--- src/hw/rtl/iasmd_pkg.sv ---
// Package for the integer add/sub/mul/div unit.
// Holds the operation codes and the sequencer state type; no dependencies.
package iasmd_pkg;

  typedef enum logic [2:0] {
    KIND_ADD = 3'd0,
    KIND_SUB = 3'd1,
    KIND_MUL = 3'd2,
    KIND_DIV = 3'd3,
    KIND_REM = 3'd4
  } kind_t;

  typedef enum logic [2:0] {
    ST_IDLE,
    ST_ADDSUB,
    ST_MUL,
    ST_ABS_A,
    ST_ABS_B,
    ST_DIV,
    ST_FIX,
    ST_DONE
  } state_t;

endpackage

--- src/hw/rtl/iasmd_addsub.sv ---
// Shared adder/subtractor of the integer add/sub/mul/div unit.
// Used by the arithmetic steps of the sequencer; no package dependency.
module iasmd_addsub #(
  parameter int DATA_WIDTH = 32
) (
  input  logic [DATA_WIDTH-1:0] op_a,
  input  logic [DATA_WIDTH-1:0] op_b,
  input  logic                  sub,
  output logic [DATA_WIDTH-1:0] sum,
  output logic                  carry
);

  logic [DATA_WIDTH:0] full;

  // For a subtraction, carry set means op_a >= op_b (no borrow).
  assign full  = {1'b0, op_a} + {1'b0, op_b ^ {DATA_WIDTH{sub}}} + {{DATA_WIDTH{1'b0}}, sub};
  assign sum   = full[DATA_WIDTH-1:0];
  assign carry = full[DATA_WIDTH];

endmodule

--- src/hw/rtl/integer_add_sub_mul_div_unit.sv ---
// Integer add/subtract/multiply/divide/remainder unit, one transaction at a time. A transaction
// is accepted when start is high and busy is low; busy then stays high until the result has
// been shown. The result appears on out_result for exactly one cycle with out_valid high and
// the receiver cannot stall it. Add and subtract go through the add/sub step, multiply through
// the shift-and-add loop, divide and remainder through the dividend and divisor magnitude
// steps, the divide loop and the sign fix step; division by zero and unused codes go straight
// to the result. All arithmetic goes through one shared adder that handles one multiplier or
// quotient bit per cycle. The next transaction can start after the strobe cycle.
// Depends on iasmd_pkg and iasmd_addsub.
module integer_add_sub_mul_div_unit #(
  parameter int DATA_WIDTH = 32
) (
  input  logic                         clk,
  input  logic                         rst_n,
  input  logic                         start,
  output logic                         busy,
  input  logic [2:0]                   in_kind,
  input  logic signed [DATA_WIDTH-1:0] in_operand_a,
  input  logic signed [DATA_WIDTH-1:0] in_operand_b,
  output logic                         out_valid,
  output logic signed [DATA_WIDTH-1:0] out_result
);

  localparam int CNT_W = $clog2(DATA_WIDTH);
  localparam logic [CNT_W-1:0] CNT_LAST = CNT_W'(DATA_WIDTH - 1);

  iasmd_pkg::state_t state_r, state_nxt;
  logic [2:0]            kind_r, kind_nxt;
  logic [DATA_WIDTH-1:0] a_r, a_nxt;
  logic [DATA_WIDTH-1:0] b_r, b_nxt;
  logic [DATA_WIDTH-1:0] acc_r, acc_nxt;
  logic [DATA_WIDTH-1:0] res_r, res_nxt;
  logic [CNT_W-1:0]      cnt_r, cnt_nxt;
  logic                  neg_q_r, neg_q_nxt;
  logic                  neg_r_r, neg_r_nxt;

  logic [DATA_WIDTH-1:0] alu_a, alu_b, alu_sum;
  logic                  alu_sub, alu_carry;
  logic                  fix_neg;

  iasmd_addsub #(.DATA_WIDTH(DATA_WIDTH)) u_addsub (
    .op_a  (alu_a),
    .op_b  (alu_b),
    .sub   (alu_sub),
    .sum   (alu_sum),
    .carry (alu_carry)
  );

  always_ff @(posedge clk) begin
    if (!rst_n) begin
      state_r <= iasmd_pkg::ST_IDLE;
    end else begin
      state_r <= state_nxt;
    end
  end

  always_ff @(posedge clk) begin
    kind_r  <= kind_nxt;
    a_r     <= a_nxt;
    b_r     <= b_nxt;
    acc_r   <= acc_nxt;
    res_r   <= res_nxt;
    cnt_r   <= cnt_nxt;
    neg_q_r <= neg_q_nxt;
    neg_r_r <= neg_r_nxt;
  end

  assign fix_neg = (kind_r == iasmd_pkg::KIND_DIV) ? neg_q_r : neg_r_r;

  // Operand selection for the shared adder.
  always_comb begin
    alu_a   = '0;
    alu_b   = '0;
    alu_sub = 1'b0;
    unique case (state_r)
      iasmd_pkg::ST_ADDSUB: begin
        alu_a   = a_r;
        alu_b   = b_r;
        alu_sub = (kind_r == iasmd_pkg::KIND_SUB);
      end
      iasmd_pkg::ST_MUL: begin
        alu_a = acc_r;
        alu_b = b_r[0] ? a_r : '0;
      end
      iasmd_pkg::ST_ABS_A: begin
        alu_b   = a_r;
        alu_sub = 1'b1;
      end
      iasmd_pkg::ST_ABS_B: begin
        alu_b   = b_r;
        alu_sub = 1'b1;
      end
      iasmd_pkg::ST_DIV: begin
        // Partial remainder stays below the divisor magnitude, so its top bit is zero.
        alu_a   = {acc_r[DATA_WIDTH-2:0], a_r[DATA_WIDTH-1]};
        alu_b   = b_r;
        alu_sub = 1'b1;
      end
      iasmd_pkg::ST_FIX: begin
        alu_b   = (kind_r == iasmd_pkg::KIND_DIV) ? a_r : acc_r;
        alu_sub = 1'b1;
      end
      default: begin
      end
    endcase
  end

  always_comb begin
    state_nxt = state_r;
    kind_nxt  = kind_r;
    a_nxt     = a_r;
    b_nxt     = b_r;
    acc_nxt   = acc_r;
    res_nxt   = res_r;
    cnt_nxt   = cnt_r;
    neg_q_nxt = neg_q_r;
    neg_r_nxt = neg_r_r;
    unique case (state_r)
      iasmd_pkg::ST_IDLE: begin
        if (start) begin
          kind_nxt = in_kind;
          a_nxt    = in_operand_a;
          b_nxt    = in_operand_b;
          acc_nxt  = '0;
          cnt_nxt  = '0;
          unique case (in_kind)
            iasmd_pkg::KIND_ADD, iasmd_pkg::KIND_SUB: begin
              state_nxt = iasmd_pkg::ST_ADDSUB;
            end
            iasmd_pkg::KIND_MUL: begin
              state_nxt = iasmd_pkg::ST_MUL;
            end
            iasmd_pkg::KIND_DIV, iasmd_pkg::KIND_REM: begin
              if (in_operand_b == '0) begin
                // Division by zero: all-ones quotient, remainder equals the dividend.
                res_nxt   = (in_kind == iasmd_pkg::KIND_DIV) ? '1 : in_operand_a;
                state_nxt = iasmd_pkg::ST_DONE;
              end else begin
                state_nxt = iasmd_pkg::ST_ABS_A;
              end
            end
            default: begin
              res_nxt   = '0;
              state_nxt = iasmd_pkg::ST_DONE;
            end
          endcase
        end
      end
      iasmd_pkg::ST_ADDSUB: begin
        res_nxt   = alu_sum;
        state_nxt = iasmd_pkg::ST_DONE;
      end
      iasmd_pkg::ST_MUL: begin
        acc_nxt = alu_sum;
        a_nxt   = {a_r[DATA_WIDTH-2:0], 1'b0};
        b_nxt   = {1'b0, b_r[DATA_WIDTH-1:1]};
        cnt_nxt = cnt_r + 1'b1;
        if (cnt_r == CNT_LAST) begin
          res_nxt   = alu_sum;
          state_nxt = iasmd_pkg::ST_DONE;
        end
      end
      iasmd_pkg::ST_ABS_A: begin
        neg_q_nxt = a_r[DATA_WIDTH-1];
        neg_r_nxt = a_r[DATA_WIDTH-1];
        if (a_r[DATA_WIDTH-1]) begin
          a_nxt = alu_sum;
        end
        state_nxt = iasmd_pkg::ST_ABS_B;
      end
      iasmd_pkg::ST_ABS_B: begin
        neg_q_nxt = neg_q_r ^ b_r[DATA_WIDTH-1];
        if (b_r[DATA_WIDTH-1]) begin
          b_nxt = alu_sum;
        end
        state_nxt = iasmd_pkg::ST_DIV;
      end
      iasmd_pkg::ST_DIV: begin
        // Quotient bits shift into the dividend register as its bits are consumed.
        acc_nxt = alu_carry ? alu_sum : alu_a;
        a_nxt   = {a_r[DATA_WIDTH-2:0], alu_carry};
        cnt_nxt = cnt_r + 1'b1;
        if (cnt_r == CNT_LAST) begin
          state_nxt = iasmd_pkg::ST_FIX;
        end
      end
      iasmd_pkg::ST_FIX: begin
        res_nxt   = fix_neg ? alu_sum : alu_b;
        state_nxt = iasmd_pkg::ST_DONE;
      end
      iasmd_pkg::ST_DONE: begin
        state_nxt = iasmd_pkg::ST_IDLE;
      end
      default: begin
        state_nxt = iasmd_pkg::ST_IDLE;
      end
    endcase
  end

  assign busy       = (state_r != iasmd_pkg::ST_IDLE);
  assign out_valid  = (state_r == iasmd_pkg::ST_DONE);
  assign out_result = $signed(res_r);

`ifndef SYNTHESIS
  a_accept_busy: assert property (@(posedge clk) disable iff (!rst_n)
    start && !busy |=> busy)
    else $error("accepted transaction did not make the unit busy");

  a_strobe_single: assert property (@(posedge clk) disable iff (!rst_n)
    out_valid |=> !out_valid)
    else $error("result strobe lasted more than one cycle");

  a_idle_after: assert property (@(posedge clk) disable iff (!rst_n)
    out_valid |=> !busy)
    else $error("unit stayed busy after delivering its result");

  a_divisor_nonzero: assert property (@(posedge clk) disable iff (!rst_n)
    (state_r == iasmd_pkg::ST_DIV) |-> (b_r != '0))
    else $error("division loop running with a zero divisor");
`endif

endmodule
--- config.mk ---
export PLATFORM = sky130hd
export DESIGN_NAME = integer_add_sub_mul_div_unit
export DESIGN_NICKNAME = d
export VERILOG_FILES = /design/src/hw/rtl/iasmd_pkg.sv /design/src/hw/rtl/iasmd_addsub.sv /design/src/hw/rtl/integer_add_sub_mul_div_unit.sv
export SDC_FILE = /design/constraint.sdc
export NUM_CORES = 1
export LEC_CHECK = 0
export ABC_AREA = 1
export BUFFER_PORTS_ARGS = -buffer_cell sky130_fd_sc_hd__buf_2
export CAP_MARGIN = 15
export CORE_ASPECT_RATIO = 0.9
export CORE_MARGIN = 2
export CORE_UTILIZATION = 40
export CTS_CLUSTER_DIAMETER = 50
export DETAILED_ROUTE_END_ITERATION = 8
export HOLD_SLACK_MARGIN = 0.1
export SYNTH_ARGS = -nofsm -noshare
export SYNTH_HDL_FRONTEND = slang
export SYNTH_SLANG_ARGS = --single-unit
--- constraint.sdc ---
create_clock -name clk -period 5.7 [get_ports clk]
set_input_delay 1.14 -clock clk [delete_from_list [all_inputs] [get_ports clk]]
set_output_delay 1.14 -clock clk [all_outputs]
set_load 0.005 [all_outputs]
==> run_summary.xml <==
<?xml version="1.0" encoding="UTF-8"?>
<metrics>
  <group name="sta">
    <metric name="finalSetupTns" unit="ns">0</metric>
    <metric name="post-route-min-period" unit="ns">5.330</metric>
    <metric name="fin_crit_sh" unit="">0.9351</metric>
    <metric name="unrepaired_setup_endpoints_after_global_routing" unit="">false</metric>
    <metric name="clock_skew" unit="ns">0.01200</metric>
    <metric name="setup_viol" unit="">0</metric>
    <metric name="transition_time_of_the_tightest_slew_check_pin" unit="ns">0.9958</metric>
    <metric name="max_clock_freq" unit="MHz">187.6</metric>
    <metric name="timing_hold_violations_final" unit="">0</metric>
    <metric name="final_max_slew_viol_count" unit="">0</metric>
    <metric name="slew-limit-headroom" unit="">0.3354</metric>
  </group>
  <group name="finish">
    <metric name="ratio_of_cells_with_drive_above_1_in_the_final_layout" unit="">0.1401</metric>
    <metric name="fillers" unit="">2624</metric>
    <metric name="syn_to_final_growth" unit="%">14.95</metric>
    <metric name="final_net_count" unit="">1554</metric>
    <metric name="multi_input_logic_area" unit="mm2">0.005542</metric>
    <metric name="seq_area" unit="mm2">0.004204</metric>
    <metric name="antenna_cells_inserted" unit="">0</metric>
  </group>
  <group name="worst_hold_path">
    <metric name="hp-class" unit="">reg2reg</metric>
  </group>
  <group name="cts">
    <metric name="clock_tree_from_tritoncts" unit="">yes</metric>
    <metric name="cts_repair_resize_count" unit="">0</metric>
    <metric name="htree_levels" unit="">4</metric>
    <metric name="path_clk_slew" unit="ns">0.07</metric>
    <metric name="clock_insertion_delay_worst_skew" unit="ns">0.45</metric>
    <metric name="cts-hold-fix-buffers" unit="">0</metric>
    <metric name="number_of_clock_sinks_seen_by_cts" unit="">141</metric>
    <metric name="cts_inserted_buffers" unit="">17</metric>
    <metric name="cts_setup_buffers" unit="">0</metric>
    <metric name="clk_path_buf_depth" unit="">2</metric>
    <metric name="cts.root.buffer_cell" unit="">sky130_fd_sc_hd__clkbuf_16</metric>
  </group>
  <group name="floorplan">
    <metric name="dieHeight" unit="um">157.7</metric>
    <metric name="ios" unit="">104</metric>
    <metric name="die_w" unit="um">174.8</metric>
    <metric name="placement_rows" unit="">56</metric>
    <metric name="total_die_area" unit="mm2">0.02755</metric>
    <metric name="initial_utilization" unit="">0.4049</metric>
    <metric name="design.core.area" unit="mm2">0.02592</metric>
  </group>
  <group name="yosys">
    <metric name="synth-seq-area-share" unit="">0.4005</metric>
    <metric name="netlist_instances" unit="">1351</metric>
    <metric name="post_synthesis_net_count" unit="">1455</metric>
    <metric name="netlist-cell-type-count" unit="">51</metric>
    <metric name="syn-cell-area" unit="mm2">0.01050</metric>
    <metric name="post-synth-top-area-fraction" unit="">0.3948</metric>
    <metric name="yosys_register_bits" unit="">141</metric>
    <metric name="synthDominantAreaCellType" unit="">sky130_fd_sc_hd__edfxtp_1</metric>
    <metric name="synth.top_cells.by_area" unit="">sky130_fd_sc_hd__edfxtp_1 (39%), sky130_fd_sc_hd__nand2_1 (13%), sky130_fd_sc_hd__inv_1 (5.2%)</metric>
    <metric name="synthesis.area_per_instance" unit="um2">7.769</metric>
    <metric name="synth_ff_type" unit="">sky130_fd_sc_hd__edfxtp_1</metric>
    <metric name="async_flop_share" unit="">0</metric>
    <metric name="synth.yosys.warnings" unit="">0</metric>
    <metric name="synth-edff-count" unit="">138</metric>
  </group>
  <group name="placed_design">
    <metric name="buffers_added_on_ports" unit="">103</metric>
    <metric name="placer_s_final_routability_congestion_estimate" unit="">0.9670</metric>
    <metric name="dp_hpwl" unit="um">28810</metric>
  </group>
  <group name="drt">
    <metric name="dr.max_layer_used" unit="">met4</metric>
    <metric name="post_drt_wl_per_cell" unit="um">23.02</metric>
    <metric name="detailedRoute.firstPassIterationCount" unit="">8</metric>
    <metric name="met2RoutedLength" unit="um">18000</metric>
    <metric name="drt_iter0_drc" unit="">1270</metric>
    <metric name="ant_nets" unit="">0</metric>
    <metric name="wl_met3" unit="um">4577</metric>
    <metric name="route.detailed.vias_per_inst" unit="">6.010</metric>
    <metric name="drt-met1-wl" unit="um">18000</metric>
    <metric name="routed-via-count" unit="">10880</metric>
    <metric name="wl" unit="um">41700</metric>
    <metric name="remaining_drc_errors" unit="">0</metric>
  </group>
  <group name="setup_path">
    <metric name="crit_type" unit="">reg2reg</metric>
    <metric name="worst_setup_path_start_kind" unit="">flop</metric>
    <metric name="timing.critical_path.to_type" unit="">flop</metric>
    <metric name="data_arrival_time_of_the_critical_path" unit="ns">5.60</metric>
    <metric name="crit_fanout" unit="">17</metric>
    <metric name="cp_data_required_time" unit="ns">5.96</metric>
  </group>
  <group name="global_routing">
    <metric name="via_count_of_the_first_global_routing_pass" unit="">10410</metric>
    <metric name="grt-ovfl-total" unit="">0</metric>
    <metric name="grt_max_degree" unit="">40</metric>
    <metric name="grt_first_pass_wirelength" unit="um">62120</metric>
    <metric name="number_of_antenna_violations_at_the_first_check_in_global_routing" unit="">0</metric>
    <metric name="track_usage" unit="">0.3017</metric>
  </group>
  <group name="outcome">
    <metric name="run_status" unit="">completed</metric>
  </group>
  <group name="run">
    <metric name="cap_violations" unit="">0</metric>
  </group>
</metrics>
[path summary, 6_finish.rpt]
check,start,to,slack [ns],depth (start not counted)
worst min-delay path,a_r[31],neg_r_r,0.53,0
worst min register to register,a_r[31],neg_r_r,0.53,0
worst max-delay path,state_r[0],acc_r[14],0.37,21
worst max register to register,state_r[0],acc_r[14],0.37,21
[sequential cells by signal, indices dropped and copies added, names as in the netlist]
name / count
neg_q_r: 1
neg_r_r: 1
out_result: 32
cnt_r: 5
state_r: 3
a_r: 32
acc_r: 32
b_r: 32
kind_r: 3
[layout make-up]
class	instances	area share
clock buffer	20	0.03619
timing repair buffer	129	0.05994
sequential	141	0.3484
multi-input combinational	1005	0.4593
inverter	156	0.04853
clock inverter	12	0.01151
tap	348	0.03609
[layer usage]
metal | up-vias | global-route usage
li1 | 4909 | -
met4 | 0 | 0.09603
met5 | - | 0
met1 | 5206 | 0.4154
met3 | 87 | 0.06748
met2 | 682 | 0.4728
[synthesized netlist by cell type (8+ instances only)]
cell type,n
sky130_fd_sc_hd__nand2_1,364
sky130_fd_sc_hd__inv_1,146
sky130_fd_sc_hd__edfxtp_1,138
sky130_fd_sc_hd__o21ai_0,102
sky130_fd_sc_hd__nand3_1,87
sky130_fd_sc_hd__nor2_1,80
sky130_fd_sc_hd__a21oi_1,74
sky130_fd_sc_hd__o211ai_1,44
sky130_fd_sc_hd__xor2_1,43
sky130_fd_sc_hd__clkbuf_1,40
sky130_fd_sc_hd__a22oi_1,35
sky130_fd_sc_hd__ha_1,33
sky130_fd_sc_hd__o221ai_1,27
sky130_fd_sc_hd__nor3_1,14
sky130_fd_sc_hd__nor4_1,11
sky130_fd_sc_hd__inv_2,8
[cells in the final DEF (no fill, tap or decap), types with 5 or more instances in the layout]
cell type / Yosys / layout
sky130_fd_sc_hd__nand2_2: 7 / 7
sky130_fd_sc_hd__o21ai_0: 102 / 102
sky130_fd_sc_hd__xnor2_1: 6 / 6
sky130_fd_sc_hd__o22ai_1: 5 / 5
sky130_fd_sc_hd__a21o_1: 5 / 5
sky130_fd_sc_hd__edfxtp_1: 138 / 138
sky130_fd_sc_hd__nor3_1: 14 / 12
sky130_fd_sc_hd__inv_1: 146 / 146
sky130_fd_sc_hd__o211ai_1: 44 / 44
sky130_fd_sc_hd__nand2_1: 364 / 364
sky130_fd_sc_hd__ha_1: 33 / 33
sky130_fd_sc_hd__a221oi_2: 5 / 5
sky130_fd_sc_hd__o21a_1: 7 / 7
sky130_fd_sc_hd__a22oi_1: 35 / 35
sky130_fd_sc_hd__xor2_1: 43 / 43
sky130_fd_sc_hd__o221ai_1: 27 / 27
sky130_fd_sc_hd__buf_2: 5 / 103
sky130_fd_sc_hd__buf_4: 1 / 25
sky130_fd_sc_hd__nor4_1: 11 / 11
sky130_fd_sc_hd__nor2_2: 3 / 6
sky130_fd_sc_hd__a221oi_1: 7 / 7
sky130_fd_sc_hd__nor2_1: 80 / 76
sky130_fd_sc_hd__clkbuf_16: 0 / 17
sky130_fd_sc_hd__inv_2: 8 / 8
sky130_fd_sc_hd__a21oi_1: 74 / 73
sky130_fd_sc_hd__nand3_1: 87 / 87
[kinds of logic (layout without fill, tap and decap cells)]
logic type | Yosys count | in the layout | share of synthesized area
AO/OA/AOI/OAI | 332 | 332 | 0.2036
adder cells (fa/ha/maj) | 34 | 34 | 0.04124
XOR/XNOR | 52 | 52 | 0.04554
AND/OR/NAND/NOR | 587 | 587 | 0.2348
buffers and inverters | 205 | 317 | 0.07426
flip-flops | 141 | 141 | 0.4005
[through the flow]
step                      area (um2)  hold WS, ns  utilization  setup WS, ns  std cells
after global placement         11490       0.5131       0.4432        0.8622       1779
after CTS                      12070       0.5190       0.4654        0.5217       1811
after floorplan                10500       0.4746            -         2.039       1351
after detailed placement       11490       0.5074       0.4432        0.5664       1779
after global routing           12070       0.5326       0.4654       0.09542       1811
final                          12070       0.5266       0.4654        0.3698       1811
[critical path, stage by stage, from the launching register on]
cell	delay (ns)
sky130_fd_sc_hd__dfxtp_1	0.39
sky130_fd_sc_hd__inv_2	0.12
sky130_fd_sc_hd__nand2_1	0.11
sky130_fd_sc_hd__nor2_2	0.18
sky130_fd_sc_hd__inv_2	0.15
sky130_fd_sc_hd__nor2_2	0.58
sky130_fd_sc_hd__inv_2	0.31
sky130_fd_sc_hd__nor2_1	0.22
sky130_fd_sc_hd__a221oi_2	0.07
sky130_fd_sc_hd__xor2_1	0.17
sky130_fd_sc_hd__ha_1	0.36
sky130_fd_sc_hd__a21oi_1	0.14
sky130_fd_sc_hd__nand2_1	0.11
sky130_fd_sc_hd__a21oi_2	0.22
sky130_fd_sc_hd__o21bai_2	0.14
sky130_fd_sc_hd__a21oi_2	0.19
sky130_fd_sc_hd__inv_1	0.08
sky130_fd_sc_hd__nand3_1	0.07
sky130_fd_sc_hd__nand2_1	0.15
sky130_fd_sc_hd__nor2_4	0.51
sky130_fd_sc_hd__inv_1	0.52
sky130_fd_sc_hd__o21ai_0	0.33
Power is left out: the tool's default activity adds up to more than one toggle a clock period on the data nets, which glitch-free logic cannot reach.
